$ cat src/rtl/refcount_fifo_page_replacement_macros.svh
// ----------------------------------------------------------------------------
// refcount_fifo_page_replacement_macros
// Assertion macros shared by the page replacement RTL. They assume a clock
// named clk and an active-low reset named rst_n in the using scope.
// ----------------------------------------------------------------------------
`ifndef REFCOUNT_FIFO_PAGE_REPLACEMENT_MACROS_SVH
`define REFCOUNT_FIFO_PAGE_REPLACEMENT_MACROS_SVH

// Antecedent implies consequent in the same cycle
`define RC_ASSERT_IMPL(lbl, ante, cons) \
  lbl: assert property (@(posedge clk) disable iff (!rst_n) (ante) |-> (cons)) \
    else $error("rcfifo: implication check failed");

// Condition must never be seen
`define RC_ASSERT_NEVER(lbl, cond) \
  lbl: assert property (@(posedge clk) disable iff (!rst_n) !(cond)) \
    else $error("rcfifo: forbidden condition seen");

`endif

$ cat src/rtl/rcfifo_pkg.sv
// ----------------------------------------------------------------------------
// rcfifo_pkg
// Types and constants of the FIFO page replacement block with reference
// count aging.
// ----------------------------------------------------------------------------
package rcfifo_pkg;

  // Frame table geometry
  localparam int FRAMES         = 64;
  localparam int FIDX_W         = (FRAMES > 1) ? $clog2(FRAMES) : 1;
  localparam int FCNT_W         = $clog2(FRAMES + 1);
  localparam int MAX_VADDR_BITS = 20;

  // Field widths
  localparam int PAGE_W    = 10;
  localparam int CNT_W     = 4;
  localparam int ORDER_W   = 32;
  localparam int TOTAL_W   = 32;
  localparam int FOUT_W    = 6;
  localparam int VB_W      = 5;
  localparam int CFG_FRAMES_W = 7;
  localparam int PHASE_W   = 2;

  // Port widths
  localparam int IN_TDATA_W  = 24;
  localparam int OUT_TDATA_W = 120;
  localparam int CFG_ADDR_W  = 2;
  localparam int CFG_DATA_W  = 7;

  // Policy constants
  localparam int REF_MAX         = 10;
  localparam int REF_INIT        = 3;
  localparam int AGING_PERIOD    = 4;
  localparam int PAGE_BITS_FLOOR = 10;
  localparam logic [PHASE_W-1:0] AGING_LAST = PHASE_W'(AGING_PERIOD - 1);

  // Configuration register indexes
  localparam logic [CFG_ADDR_W-1:0] REG_VADDR_BITS = 2'd0;
  localparam logic [CFG_ADDR_W-1:0] REG_PAGE_BITS  = 2'd1;
  localparam logic [CFG_ADDR_W-1:0] REG_FRAMES     = 2'd2;

  // One frame table entry
  typedef struct packed {
    logic [ORDER_W-1:0] order;
    logic               dirty;
    logic [CNT_W-1:0]   cnt;
    logic [PAGE_W-1:0]  page;
  } frame_entry_t;

  // Frame table write port
  typedef struct packed {
    logic              en;
    logic [FIDX_W-1:0] addr;
    frame_entry_t      data;
  } mem_wr_t;

  // Operations of the shared frame unit
  typedef enum logic {
    OP_HIT,
    OP_SUB
  } alu_op_t;

  typedef struct packed {
    alu_op_t            op;
    frame_entry_t       entry;
    logic [PAGE_W-1:0]  page;
    logic [CNT_W-1:0]   amount;
    logic               is_write;
    logic [ORDER_W-1:0] next_order;
    logic [ORDER_W-1:0] best_age;
    logic               have;
  } alu_in_t;

  typedef struct packed {
    frame_entry_t       wr_entry;
    logic               page_match;
    logic               cnt_lt;
    logic               cnt_zero;
    logic [ORDER_W-1:0] age;
    logic               older;
  } alu_out_t;

endpackage

$ cat src/rtl/rcfifo_frame_mem.sv
// ----------------------------------------------------------------------------
// rcfifo_frame_mem
// Frame table: one write port, one registered read port, and a valid flag
// per frame held in flops so that reset empties the table at once.
// ----------------------------------------------------------------------------
module rcfifo_frame_mem (
  input  logic                                 clk,
  input  logic                                 rst_n,
  input  logic                                 rd_en,
  input  logic [rcfifo_pkg::FIDX_W-1:0]        rd_addr,
  output rcfifo_pkg::frame_entry_t             rd_data,
  input  rcfifo_pkg::mem_wr_t                  wr,
  input  logic [rcfifo_pkg::FIDX_W-1:0]        vld_idx,
  output logic                                 vld_bit
);
  import rcfifo_pkg::*;

  frame_entry_t             frame_mem_r [FRAMES];
  frame_entry_t             rd_data_r;
  logic [FRAMES-1:0]        valid_r;

  // Storage, read data registered
  always_ff @(posedge clk) begin
    if (wr.en) begin
      frame_mem_r[wr.addr] <= wr.data;
    end
    if (rd_en) begin
      rd_data_r <= frame_mem_r[rd_addr];
    end
  end

  // A frame turns valid on its first write and stays so
  always_ff @(posedge clk) begin
    if (!rst_n) begin
      valid_r <= '0;
    end else if (wr.en) begin
      valid_r[wr.addr] <= 1'b1;
    end
  end

  assign rd_data = rd_data_r;
  assign vld_bit = valid_r[vld_idx];

endmodule

$ cat src/rtl/rcfifo_frame_alu.sv
// ----------------------------------------------------------------------------
// rcfifo_frame_alu
// Shared per-frame unit: page compare, count increment or aging subtract,
// and the load-age compare used to pick the oldest zero-count frame.
// ----------------------------------------------------------------------------
module rcfifo_frame_alu (
  input  rcfifo_pkg::alu_in_t  alu_i,
  output rcfifo_pkg::alu_out_t alu_o
);
  import rcfifo_pkg::*;

  logic [CNT_W-1:0]   cnt_sub;
  logic [CNT_W-1:0]   cnt_inc;
  logic [ORDER_W-1:0] age;

  // Saturating count arithmetic
  assign cnt_sub = (alu_i.entry.cnt > alu_i.amount) ? (alu_i.entry.cnt - alu_i.amount) : '0;
  assign cnt_inc = (alu_i.entry.cnt < CNT_W'(REF_MAX)) ? (alu_i.entry.cnt + CNT_W'(1))
                                                       : alu_i.entry.cnt;

  // Age wraps modulo 2^32
  assign age = alu_i.next_order - alu_i.entry.order;

  always_comb begin
    alu_o.wr_entry = alu_i.entry;
    case (alu_i.op)
      OP_HIT: begin
        alu_o.wr_entry.cnt   = cnt_inc;
        alu_o.wr_entry.dirty = alu_i.entry.dirty | alu_i.is_write;
      end
      OP_SUB: begin
        alu_o.wr_entry.cnt = cnt_sub;
      end
      default: begin
        alu_o.wr_entry.cnt = alu_i.entry.cnt;
      end
    endcase
    alu_o.page_match = (alu_i.entry.page == alu_i.page);
    alu_o.cnt_lt     = (alu_i.entry.cnt < alu_i.amount);
    alu_o.cnt_zero   = (cnt_sub == '0);
    alu_o.age        = age;
    alu_o.older      = !alu_i.have || (age > alu_i.best_age);
  end

endmodule

$ cat src/rtl/refcount_fifo_page_replacement.sv
// ----------------------------------------------------------------------------
// refcount_fifo_page_replacement
// Flow: an out-of-range address goes straight to the result; a hit ends
// the scan of the n active frames; a fill installs into an empty frame; an
// eviction adds a sweep that ages counts and picks the victim. Every fourth
// handled access adds an aging pass. One item in flight: the next is taken
// once the result is registered. Sync active-low reset empties frames, clears counters.
// ----------------------------------------------------------------------------
`include "refcount_fifo_page_replacement_macros.svh"

module refcount_fifo_page_replacement (
  input  logic                                  clk,
  input  logic                                  rst_n,
  // in_tdata: virtual_address [19:0], zero [23:20]
  input  logic                                  in_tvalid,
  output logic                                  in_tready,
  input  logic [rcfifo_pkg::IN_TDATA_W-1:0]     in_tdata,
  // in_tuser: is_write [0]
  input  logic                                  in_tuser,
  // out_tdata: hit [0], filled_empty [1], replaced [2], victim_dirty [3],
  // frame_slot [9:4], victim_page [19:10], address_error [20],
  // access_total [52:21], fault_total [84:53], disk_write_total [116:85]
  output logic                                  out_tvalid,
  input  logic                                  out_tready,
  output logic [rcfifo_pkg::OUT_TDATA_W-1:0]    out_tdata,
  input  logic                                  cfg_we,
  input  logic [rcfifo_pkg::CFG_ADDR_W-1:0]     cfg_addr,
  input  logic [rcfifo_pkg::CFG_DATA_W-1:0]     cfg_wdata
);
  import rcfifo_pkg::*;

  typedef enum logic [3:0] {
    ST_IDLE,
    ST_CHECK,
    ST_SCAN,
    ST_DECIDE,
    ST_EVICT,
    ST_INSTALL,
    ST_BOOK,
    ST_AGE,
    ST_FINISH
  } state_t;

  state_t state_r, state_nxt;

  // Configuration
  logic [VB_W-1:0]         cfg_vbits_r;
  logic [VB_W-1:0]         cfg_pbits_r;
  logic [CFG_FRAMES_W-1:0] cfg_frames_r;

  // Current item
  logic [MAX_VADDR_BITS-1:0] addr_r;
  logic                      wr_r;
  logic [PAGE_W-1:0]         page_r;
  logic [FCNT_W-1:0]         n_r;

  // Sweep pipeline
  logic [FCNT_W-1:0] rd_cnt_r;
  logic              p_vld_r;
  logic [FIDX_W-1:0] p_idx_r;

  // Per-item results
  logic               hit_r, filled_r, repl_r, vdirty_r, err_r;
  logic               empty_found_r, have_r;
  logic [FIDX_W-1:0]  fidx_r;
  logic [PAGE_W-1:0]  vpage_r;
  logic [CNT_W-1:0]   minc_r;
  logic [ORDER_W-1:0] best_age_r;

  // Persistent state
  logic [ORDER_W-1:0] next_order_r;
  logic [PHASE_W-1:0] phase_r;
  logic [TOTAL_W-1:0] access_r, fault_r, disk_r;

  // Output register
  logic               out_tvalid_r;
  logic               out_hit_r, out_filled_r, out_repl_r, out_vdirty_r, out_err_r;
  logic [FOUT_W-1:0]  out_fidx_r;
  logic [PAGE_W-1:0]  out_vpage_r;
  logic [TOTAL_W-1:0] out_access_r, out_fault_r, out_disk_r;

  // Combinational helpers
  logic [VB_W-1:0]     vbits_eff, pbits_eff;
  logic [FCNT_W-1:0]   n_eff;
  logic                addr_err;
  logic [PAGE_W-1:0]   page_new;
  logic                pass_state, issue, pass_last, scan_match, out_load;
  frame_entry_t        rd_data;
  logic                vld_bit;
  mem_wr_t             mem_wr;
  alu_in_t             alu_in;
  alu_out_t            alu_out;

  // Clamp configuration to its working ranges
  always_comb begin
    if (cfg_vbits_r < VB_W'(PAGE_BITS_FLOOR)) begin
      vbits_eff = VB_W'(PAGE_BITS_FLOOR);
    end else if (cfg_vbits_r > VB_W'(MAX_VADDR_BITS)) begin
      vbits_eff = VB_W'(MAX_VADDR_BITS);
    end else begin
      vbits_eff = cfg_vbits_r;
    end
    if (cfg_pbits_r < VB_W'(PAGE_BITS_FLOOR)) begin
      pbits_eff = VB_W'(PAGE_BITS_FLOOR);
    end else if (cfg_pbits_r > vbits_eff) begin
      pbits_eff = vbits_eff;
    end else begin
      pbits_eff = cfg_pbits_r;
    end
    if (cfg_frames_r == '0) begin
      n_eff = FCNT_W'(1);
    end else if (cfg_frames_r > CFG_FRAMES_W'(FRAMES)) begin
      n_eff = FCNT_W'(FRAMES);
    end else begin
      n_eff = FCNT_W'(cfg_frames_r);
    end
  end

  assign addr_err = ((addr_r >> vbits_eff) != '0);
  assign page_new = PAGE_W'(addr_r >> pbits_eff);

  // Sweep control: one frame read issued per cycle
  assign pass_state = (state_r == ST_SCAN) || (state_r == ST_EVICT) || (state_r == ST_AGE);
  assign issue      = pass_state && (rd_cnt_r < n_r);
  assign pass_last  = p_vld_r && (p_idx_r == FIDX_W'(n_r - FCNT_W'(1)));

  rcfifo_frame_mem u_mem (
    .clk     (clk),
    .rst_n   (rst_n),
    .rd_en   (issue),
    .rd_addr (rd_cnt_r[FIDX_W-1:0]),
    .rd_data (rd_data),
    .wr      (mem_wr),
    .vld_idx (p_idx_r),
    .vld_bit (vld_bit)
  );

  // Shared frame unit
  always_comb begin
    alu_in.op         = (state_r == ST_SCAN) ? OP_HIT : OP_SUB;
    alu_in.entry      = rd_data;
    alu_in.page       = page_r;
    alu_in.amount     = (state_r == ST_AGE) ? CNT_W'(1) : minc_r;
    alu_in.is_write   = wr_r;
    alu_in.next_order = next_order_r;
    alu_in.best_age   = best_age_r;
    alu_in.have       = have_r;
  end

  rcfifo_frame_alu u_alu (
    .alu_i (alu_in),
    .alu_o (alu_out)
  );

  assign scan_match = p_vld_r && vld_bit && alu_out.page_match;

  // Frame table write selection
  always_comb begin
    mem_wr.en   = 1'b0;
    mem_wr.addr = p_idx_r;
    mem_wr.data = alu_out.wr_entry;
    case (state_r)
      ST_SCAN:    mem_wr.en = scan_match;
      ST_EVICT:   mem_wr.en = p_vld_r;
      ST_AGE:     mem_wr.en = p_vld_r && vld_bit;
      ST_INSTALL: begin
        mem_wr.en         = 1'b1;
        mem_wr.addr       = fidx_r;
        mem_wr.data.page  = page_r;
        mem_wr.data.cnt   = CNT_W'(REF_INIT);
        mem_wr.data.dirty = wr_r;
        mem_wr.data.order = next_order_r;
      end
      default: mem_wr.en = 1'b0;
    endcase
  end

  assign out_load = (state_r == ST_FINISH) && (!out_tvalid_r || out_tready);

  // Sequencer
  always_comb begin
    state_nxt = state_r;
    case (state_r)
      ST_IDLE:    if (in_tvalid) state_nxt = ST_CHECK;
      ST_CHECK:   state_nxt = addr_err ? ST_FINISH : ST_SCAN;
      ST_SCAN: begin
        if (scan_match) begin
          state_nxt = ST_BOOK;
        end else if (pass_last) begin
          state_nxt = ST_DECIDE;
        end
      end
      ST_DECIDE:  state_nxt = empty_found_r ? ST_INSTALL : ST_EVICT;
      ST_EVICT:   if (pass_last) state_nxt = ST_INSTALL;
      ST_INSTALL: state_nxt = ST_BOOK;
      ST_BOOK:    state_nxt = (phase_r == AGING_LAST) ? ST_AGE : ST_FINISH;
      ST_AGE:     if (pass_last) state_nxt = ST_FINISH;
      ST_FINISH:  if (out_load) state_nxt = ST_IDLE;
      default:    state_nxt = ST_IDLE;
    endcase
  end

  // State, datapath and output registers
  always_ff @(posedge clk) begin
    if (!rst_n) begin
      state_r      <= ST_IDLE;
      cfg_vbits_r  <= VB_W'(20);
      cfg_pbits_r  <= VB_W'(12);
      cfg_frames_r <= CFG_FRAMES_W'(8);
      n_r          <= FCNT_W'(1);
      rd_cnt_r     <= '0;
      p_vld_r      <= 1'b0;
      next_order_r <= '0;
      phase_r      <= '0;
      access_r     <= '0;
      fault_r      <= '0;
      disk_r       <= '0;
      out_tvalid_r <= 1'b0;
    end else begin
      state_r <= state_nxt;

      // Configuration writes
      if (cfg_we) begin
        case (cfg_addr)
          REG_VADDR_BITS: cfg_vbits_r  <= cfg_wdata[VB_W-1:0];
          REG_PAGE_BITS:  cfg_pbits_r  <= cfg_wdata[VB_W-1:0];
          REG_FRAMES:     cfg_frames_r <= cfg_wdata[CFG_FRAMES_W-1:0];
          default: ;
        endcase
      end

      // Sweep counter and read pipeline
      if (issue) begin
        rd_cnt_r <= rd_cnt_r + FCNT_W'(1);
      end else if (!pass_state) begin
        rd_cnt_r <= '0;
      end
      p_vld_r <= issue;
      p_idx_r <= rd_cnt_r[FIDX_W-1:0];

      // Result valid: set on load, cleared once taken
      if (out_load) begin
        out_tvalid_r <= 1'b1;
      end else if (out_tvalid_r && out_tready) begin
        out_tvalid_r <= 1'b0;
      end

      case (state_r)
        ST_IDLE: begin
          if (in_tvalid) begin
            addr_r <= in_tdata[MAX_VADDR_BITS-1:0];
            wr_r   <= in_tuser;
          end
        end
        ST_CHECK: begin
          n_r           <= n_eff;
          page_r        <= page_new;
          err_r         <= addr_err;
          hit_r         <= 1'b0;
          filled_r      <= 1'b0;
          repl_r        <= 1'b0;
          vdirty_r      <= 1'b0;
          fidx_r        <= '0;
          vpage_r       <= '0;
          empty_found_r <= 1'b0;
          have_r        <= 1'b0;
          minc_r        <= '1;
          best_age_r    <= '0;
        end
        ST_SCAN: begin
          // Lowest matching frame wins; otherwise note the lowest empty one
          if (p_vld_r) begin
            if (vld_bit && alu_out.page_match) begin
              hit_r  <= 1'b1;
              fidx_r <= p_idx_r;
            end else if (!vld_bit && !empty_found_r) begin
              empty_found_r <= 1'b1;
              fidx_r        <= p_idx_r;
            end
            if (vld_bit && alu_out.cnt_lt) begin
              minc_r <= rd_data.cnt;
            end
          end
        end
        ST_DECIDE: begin
          if (empty_found_r) begin
            filled_r <= 1'b1;
          end
        end
        ST_EVICT: begin
          // Drop all counts by the minimum, keep the oldest zero-count frame
          if (p_vld_r && alu_out.cnt_zero && alu_out.older) begin
            have_r     <= 1'b1;
            best_age_r <= alu_out.age;
            fidx_r     <= p_idx_r;
            vpage_r    <= rd_data.page;
            vdirty_r   <= rd_data.dirty;
          end
          if (pass_last) begin
            repl_r <= 1'b1;
          end
        end
        ST_INSTALL: begin
          next_order_r <= next_order_r + ORDER_W'(1);
          if (repl_r) begin
            fault_r <= fault_r + TOTAL_W'(1);
            if (vdirty_r) begin
              disk_r <= disk_r + TOTAL_W'(1);
            end
          end
        end
        ST_BOOK: begin
          access_r <= access_r + TOTAL_W'(1);
          if (phase_r == AGING_LAST) begin
            phase_r <= '0;
          end else begin
            phase_r <= phase_r + PHASE_W'(1);
          end
        end
        ST_FINISH: begin
          if (out_load) begin
            out_hit_r    <= hit_r;
            out_filled_r <= filled_r;
            out_repl_r   <= repl_r;
            out_vdirty_r <= vdirty_r;
            out_err_r    <= err_r;
            out_fidx_r   <= FOUT_W'(fidx_r);
            out_vpage_r  <= vpage_r;
            out_access_r <= access_r;
            out_fault_r  <= fault_r;
            out_disk_r   <= disk_r;
          end
        end
        default: ;
      endcase
    end
  end

  // Ports
  assign in_tready  = (state_r == ST_IDLE);
  assign out_tvalid = out_tvalid_r;
  assign out_tdata  = {3'b000, out_disk_r, out_fault_r, out_access_r, out_err_r,
                       out_vpage_r, out_fidx_r, out_vdirty_r, out_repl_r,
                       out_filled_r, out_hit_r};

  // Checks
  `RC_ASSERT_IMPL(a_result_onehot, out_tvalid_r, ($onehot({out_hit_r, out_filled_r, out_repl_r, out_err_r})))
  `RC_ASSERT_IMPL(a_vdirty_needs_repl, out_tvalid_r && out_vdirty_r, out_repl_r)
  `RC_ASSERT_IMPL(a_sweep_idx_range, p_vld_r, ({1'b0, p_idx_r} < n_r))
  `RC_ASSERT_IMPL(a_install_has_victim, (state_r == ST_INSTALL) && repl_r, have_r)
  `RC_ASSERT_NEVER(a_no_write_when_idle, mem_wr.en && ((state_r == ST_IDLE) || (state_r == ST_FINISH)))

endmodule

$ cat config.mk
export PLATFORM = sky130hd
export DESIGN_NAME = refcount_fifo_page_replacement
export DESIGN_NICKNAME = d
export VERILOG_FILES = /design/src/rtl/rcfifo_pkg.sv /design/src/rtl/rcfifo_frame_mem.sv /design/src/rtl/rcfifo_frame_alu.sv /design/src/rtl/refcount_fifo_page_replacement.sv
export VERILOG_INCLUDE_DIRS = /design/src /design/src/rtl
export SDC_FILE = /design/constraint.sdc
export NUM_CORES = 2
export LEC_CHECK = 0
export BUFFER_PORTS_ARGS = -buffer_cell sky130_fd_sc_hd__buf_2
export CAP_MARGIN = 10
export CORE_AREA = 2 2 589 591
export DETAILED_ROUTE_END_ITERATION = 16
export DIE_AREA = 0 0 591 593
export MAX_ROUTING_LAYER = met4
export PLACE_DENSITY_LB_ADDON = 0.08
export SLEW_MARGIN = 20
export SYNTH_ARGS = -nofsm -noshare
export SYNTH_HDL_FRONTEND = slang
export SYNTH_SLANG_ARGS = --single-unit
export TNS_END_PERCENT = 20
$ cat constraint.sdc
create_clock -name clk -period 8.16 [get_ports clk]
set_input_delay 0 -clock clk [delete_from_list [all_inputs] [get_ports clk]]
set_output_delay 0 -clock clk [all_outputs]
set_load 0.05 [all_outputs]
; Word level (Yosys, flattened, before mapping)
; Memory sizes are Yosys's and may differ from the RTL's. A register that Yosys moved wholly into a read port is not among the register bits.
; Index checks and enable logic that the tools add are counted.
[word_totals]
ff_bits = 444
latch_bits = 0
ram_bits = 3008
rom_bits = 0
input_bits = 39
output_inout_bits = 122
elab_cells = 202
mem_count = 1
[classes]
n_addsub = 10
multipliers = 0
div = 0
n_lt_le_gt_ge = 13
n_eq_ne = 27
n_shift = 2
mux = 62
bitwise_logic = 2
reduce_logical = 46
[mem_list]
columns = memory, depth, word_bits, read_ports, rd_clocked_by_memory_dff, wr, line_no
row1 = u_mem.frame_mem_r, 64, 47, 1, 1, 1, rcfifo_frame_mem.sv:18  ; frame_entry_t frame_mem_r [FRAMES];
[ops]
columns = cell, n
row1 = $add A32 B1 Y32 const B, 4
row2 = $or A64 B64 Y64, 1
row3 = $pmux W32 S2, 1
row4 = $mux W53, 1
row5 = $mux W4, 13
row6 = $pmux W4 S9, 1
row7 = $gt A32 B32 Y1, 1
row8 = $mux W32, 1
row9 = $sub A32 B32 Y32, 1
row10 = $mux W7, 4
row11 = $mux W6, 4
row12 = $mux W5, 4
row13 = $pmux W10 S2, 1
row14 = $reduce_bool A20 Y1, 1
row15 = $shr A20 B5 Y10, 1
row16 = $shr A20 B5 Y20, 1
row17 = $mux W1, 18
row18 = $pmux W6 S3, 1
row19 = $reduce_and A3 Y1, 6
row20 = $eq A4 B3 Y1 const B, 4
row21 = $pmux W4 S2, 2
row22 = $reduce_and A5 Y1, 3
row23 = $lt A6 B7 Y1 const B, 2
row24 = $ne A2 B2 Y1 const B, 7
row25 = other kinds (41), 79

; Longest topological paths before layout
[depth]
depth_word = 11
mapped_depth = 22
mapped_depth_nobuf = 22

; By module
; From an unflattened synthesis, not the netlist that was laid out.
[unflattened]
cells_unflattened = 7199
hier_area_um2 = 138071.2
[modules_own_cells]
columns = mod, n_inst, cells_per_inst, area_per_inst_um2, seq_area_each_um2
row1 = rcfifo_frame_mem, 1, 5333, 118534.9, 93019.2
row2 = refcount_fifo_page_replacement, 1, 1395, 16224.3, 9739.3
row3 = rcfifo_frame_alu, 1, 471, 3311.9, 0.0

; Least setup slack after synthesis
; OpenSTA, ideal clock, no wires.
[synth_path]
kind = reg-to-reg
start = register state_r[0]
end = memory u_mem.frame_mem_r[0][10] in the netlist's numbering (data pin)
setup_ns = 1.008
arrival_time_ns = 5.609
required_time_ns = 7.152
path_slack_ns = 1.543
path_stages_with_launch = 11
path_buffers = 2
synth_period_minus_slack_ns = 6.617
cell_sequence = dfxtp_1 > clkbuf_2 > clkbuf_1 > nand3_1 > nand2b_1 > ha_1 > inv_1 > fa_1 > a21o_1 > a21oi_1 > o311ai_0
[synth_lines]
columns = element, line_no
row1 = "start, declared", refcount_fifo_page_replacement.sv:44  ; state_t state_r, state_nxt;
row2 = "start signal, assigned", refcount_fifo_page_replacement.sv:220  ; state_r <= state_nxt;
row3 = "end, declared", rcfifo_frame_mem.sv:18

==> results.json <==
{
  "globalRouteOverflowTotal": 0,
  "met3_length_mm": 23.9,
  "grt_pass1_vias": 70000,
  "r2r_start": "u_mem.rd_data[16]",
  "largest-register": "u_mem.frame_mem_r",
  "cts_tree": "yes",
  "die_h_um": 593,
  "drc": 0,
  "post_dp_cell_area_um2": 145000,
  "yosysSeqAreaShare_pct": 74.9,
  "layoutNonFillerInstCount": 12000,
  "numCtsBuffers": 383,
  "avgSynthCellArea_um2": 20.9,
  "rows": 216,
  "yosysTopAreaCell": "edfxtp_1",
  "dp.cells": 11200,
  "min-delay-start": "rst_n",
  "fin_crit_sh_pct": 80.0,
  "top_layer": "met4",
  "worstPathMaxFanout": 33,
  "fin_util_pct": 45.9,
  "final_cell_mix": "edfxtp_1 (3267), mux4_2 (983), clkbuf_16 (393)",
  "relSlewSlack_pct": 28.0,
  "skew_ns": 0.0682,
  "htree_num_levels": 5,
  "ant_nets": 0,
  "ys_types": 85,
  "vias_per_cell": 5.79,
  "setup.worst_path.class": "reg2reg",
  "cts-root-buf": "clkbuf_16",
  "setup.worst_path.start_class": "register",
  "max_freq_mhz": 153,
  "setup_viol": 0,
  "cts.sinks": 3498,
  "status": "finished clean",
  "rsz0062_at_grt": "no",
  "synthArstFlopShare_pct": 0,
  "arrival_ns": 7.11,
  "hpwlAfterDp_mm": 218,
  "period_minus_slack_ns": 6.52,
  "drt-pass1-iter-count": 6,
  "synth-seq-cells": 3498,
  "coreArea_um2": 345000,
  "ctsResizeCount": 0,
  "power.density_nw_per_um2": 257,
  "layout_commonest_cell": "edfxtp_1",
  "vias": 69500,
  "final_cell_area_um2": 158000,
  "clk_pin_slew_ns": 0.06,
  "wl_mm": 408,
  "slew_violations": 0,
  "ys.flop_type": "edfxtp_1",
  "startpoint": "u_mem.rd_data[16]",
  "ys_warn_count": 0,
  "tns_ns": 0,
  "ir_drop_uv": 180,
  "synth_edf_count": 3267,
  "portBuffers": 152,
  "yosysTopAreaCellShare_pct": 71.5,
  "synth_area_leaders": "edfxtp_1 (71%), mux4_2 (16%), dfxtp_1 (3.4%), nand2_1 (0.81%), ha_1 (0.78%)",
  "synthesis.area_um2": 137000,
  "grt_antenna_before_repair": 24,
  "die_w_um": 591,
  "worst_pin_slew_ns": 1.08,
  "wl_met2_mm": 197,
  "wl_per_cell_um": 34.0,
  "die_area_um2": 350000,
  "hold_path_class": "in2reg",
  "fill_cells": 28900,
  "largest_register_ffs": 3008,
  "critical_path_required_ns": 8.74,
  "drt_iter0_markers": 7887,
  "final_nets": 7234,
  "end_kind": "register",
  "track_usage_pct": 23.9,
  "grt_pass1_wl_mm": 566,
  "drive_gt1_share_pct": 28.3,
  "syn_inst": 6581,
  "clkLatencyLatePin_ns": 0.96,
  "initial_core_util_pct": 39.8,
  "gp_congestion": 0.842,
  "pin_count": 161,
  "wl_met1_mm": 179,
  "p_leak_nw": 48.9,
  "grt_max_degree": 108,
  "syn_to_final_growth_pct": 15.3,
  "cts_buffer_depth": 4,
  "maxCapViolCount": 0,
  "hold_viol": 0
}
-- area by class of cell --
cell class              count  area, um2  area share (%)
clock buffers             496      10300            6.54
well taps                4578       5730            3.62
clock inverters           201       1810            1.15
flip-flops and latches   3498     103000            65.0
repair buffers            486       3720            2.35
inverters                  96        363           0.229
multi-input cells        2642      33400            21.1
diodes                      4       10.0         0.00633
-- metal layers --
metal | up-vias | GRT usage, %
met5 | - | -
met4 | 0 | 4.86
met3 | 490 | 2.98
met2 | 2480 | 37.9
met1 | 38300 | 33.5
li1 | 28300 | -
-- stage by stage --
| step | power [mW] | worst slack (ns) | hold WS (ns) |
|---|---|---|---|
| floorplan | 23.1 | 1.54 | 0.0989 |
| global placement | 24.1 | 1.60 | 0.180 |
| detailed placement | 24.1 | 1.58 | 0.178 |
| CTS | 41.1 | 1.58 | 0.0277 |
| global route | 42.0 | 1.06 | 0.0656 |
| finish | 40.7 | 1.64 | 0.0886 |
-- worst max-delay path, cell delays in order (launching register included) --
cell	delay (ns)
edfxtp_1	0.43
inv_1	0.15
ha_1	0.24
nor2b_1	0.14
o31ai_1	0.34
a21oi_1	0.25
a211oi_2	0.46
a311oi_1	0.32
a2111oi_2	0.55
o21bai_1	0.14
a21oi_1	0.20
xor2_1	0.09
ha_1	0.32
nand4_1	0.16
nor2_1	0.15
nand3_1	0.11
nor3_1	0.50
nand2_1	0.14
o2111ai_1	0.20
o32ai_2	0.26
nor2_4	0.47
buf_4	0.50
-- what timing repair did --
action / in CTS / in global routing
hold buffers: 71 / 0
hold endpoints to repair: 200 / 0
buffers inserted: 0 / 0
-- synth_stat cells, drive strengths merged (4+ instances only) --
cell type  instances
mux2              19
or2                7
mux2i             71
edfxtp          3267
and2              50
and3              45
a211oi             8
a21oi            118
a311oi             4
mux4             983
or3               32
inv               96
nor3              93
a2111oi            6
xnor2             65
ha                86
nor2b             19
nand4             42
nand2b            22
nand3             65
o21ai            118
nor3b             14
clkbuf           201
nor2             182
dfxtp            231
a22oi              8
nand2            297
and4              15
o211ai             4
o21a               8
a21o              27
nor4               5
nand3b             7
a31oi             13
buf              146
xor2              89
o31ai             73
-- logic make-up after synthesis --
group / share of synthesized area, %
AOI/OAI and AO/OA: 1.94
xor gates and xnor gates: 0.983
adders and majority gates: 0.821
buffers and inverters: 1.39
DFF: 74.9
muxes: 16.8
other: 0.00273
and+or+nand+nor: 3.19
-- worst paths after layout --
kind	to	slack, ns	depth (start not counted)
max reg2reg	best_age_r[24]	1.64	21
min reg2reg	out_vpage_r[1]	0.42	0
max	best_age_r[24]	1.64	21
min	disk_r[18]	0.09	3
-- where the power goes --
| part | switching (mW) | internal, mW | leakage (nW) | total [mW] |
|---|---|---|---|---|
| combinational | 2.00 | 1.15 | 11.6 | 3.16 |
| clock | 7.09 | 9.86 | 5.95 | 16.9 |
| sequential | 0.151 | 20.4 | 31.3 | 20.6 |
| total | 9.24 | 31.4 | 48.9 | 40.7 |
Power figures use the tool's default switching activity.
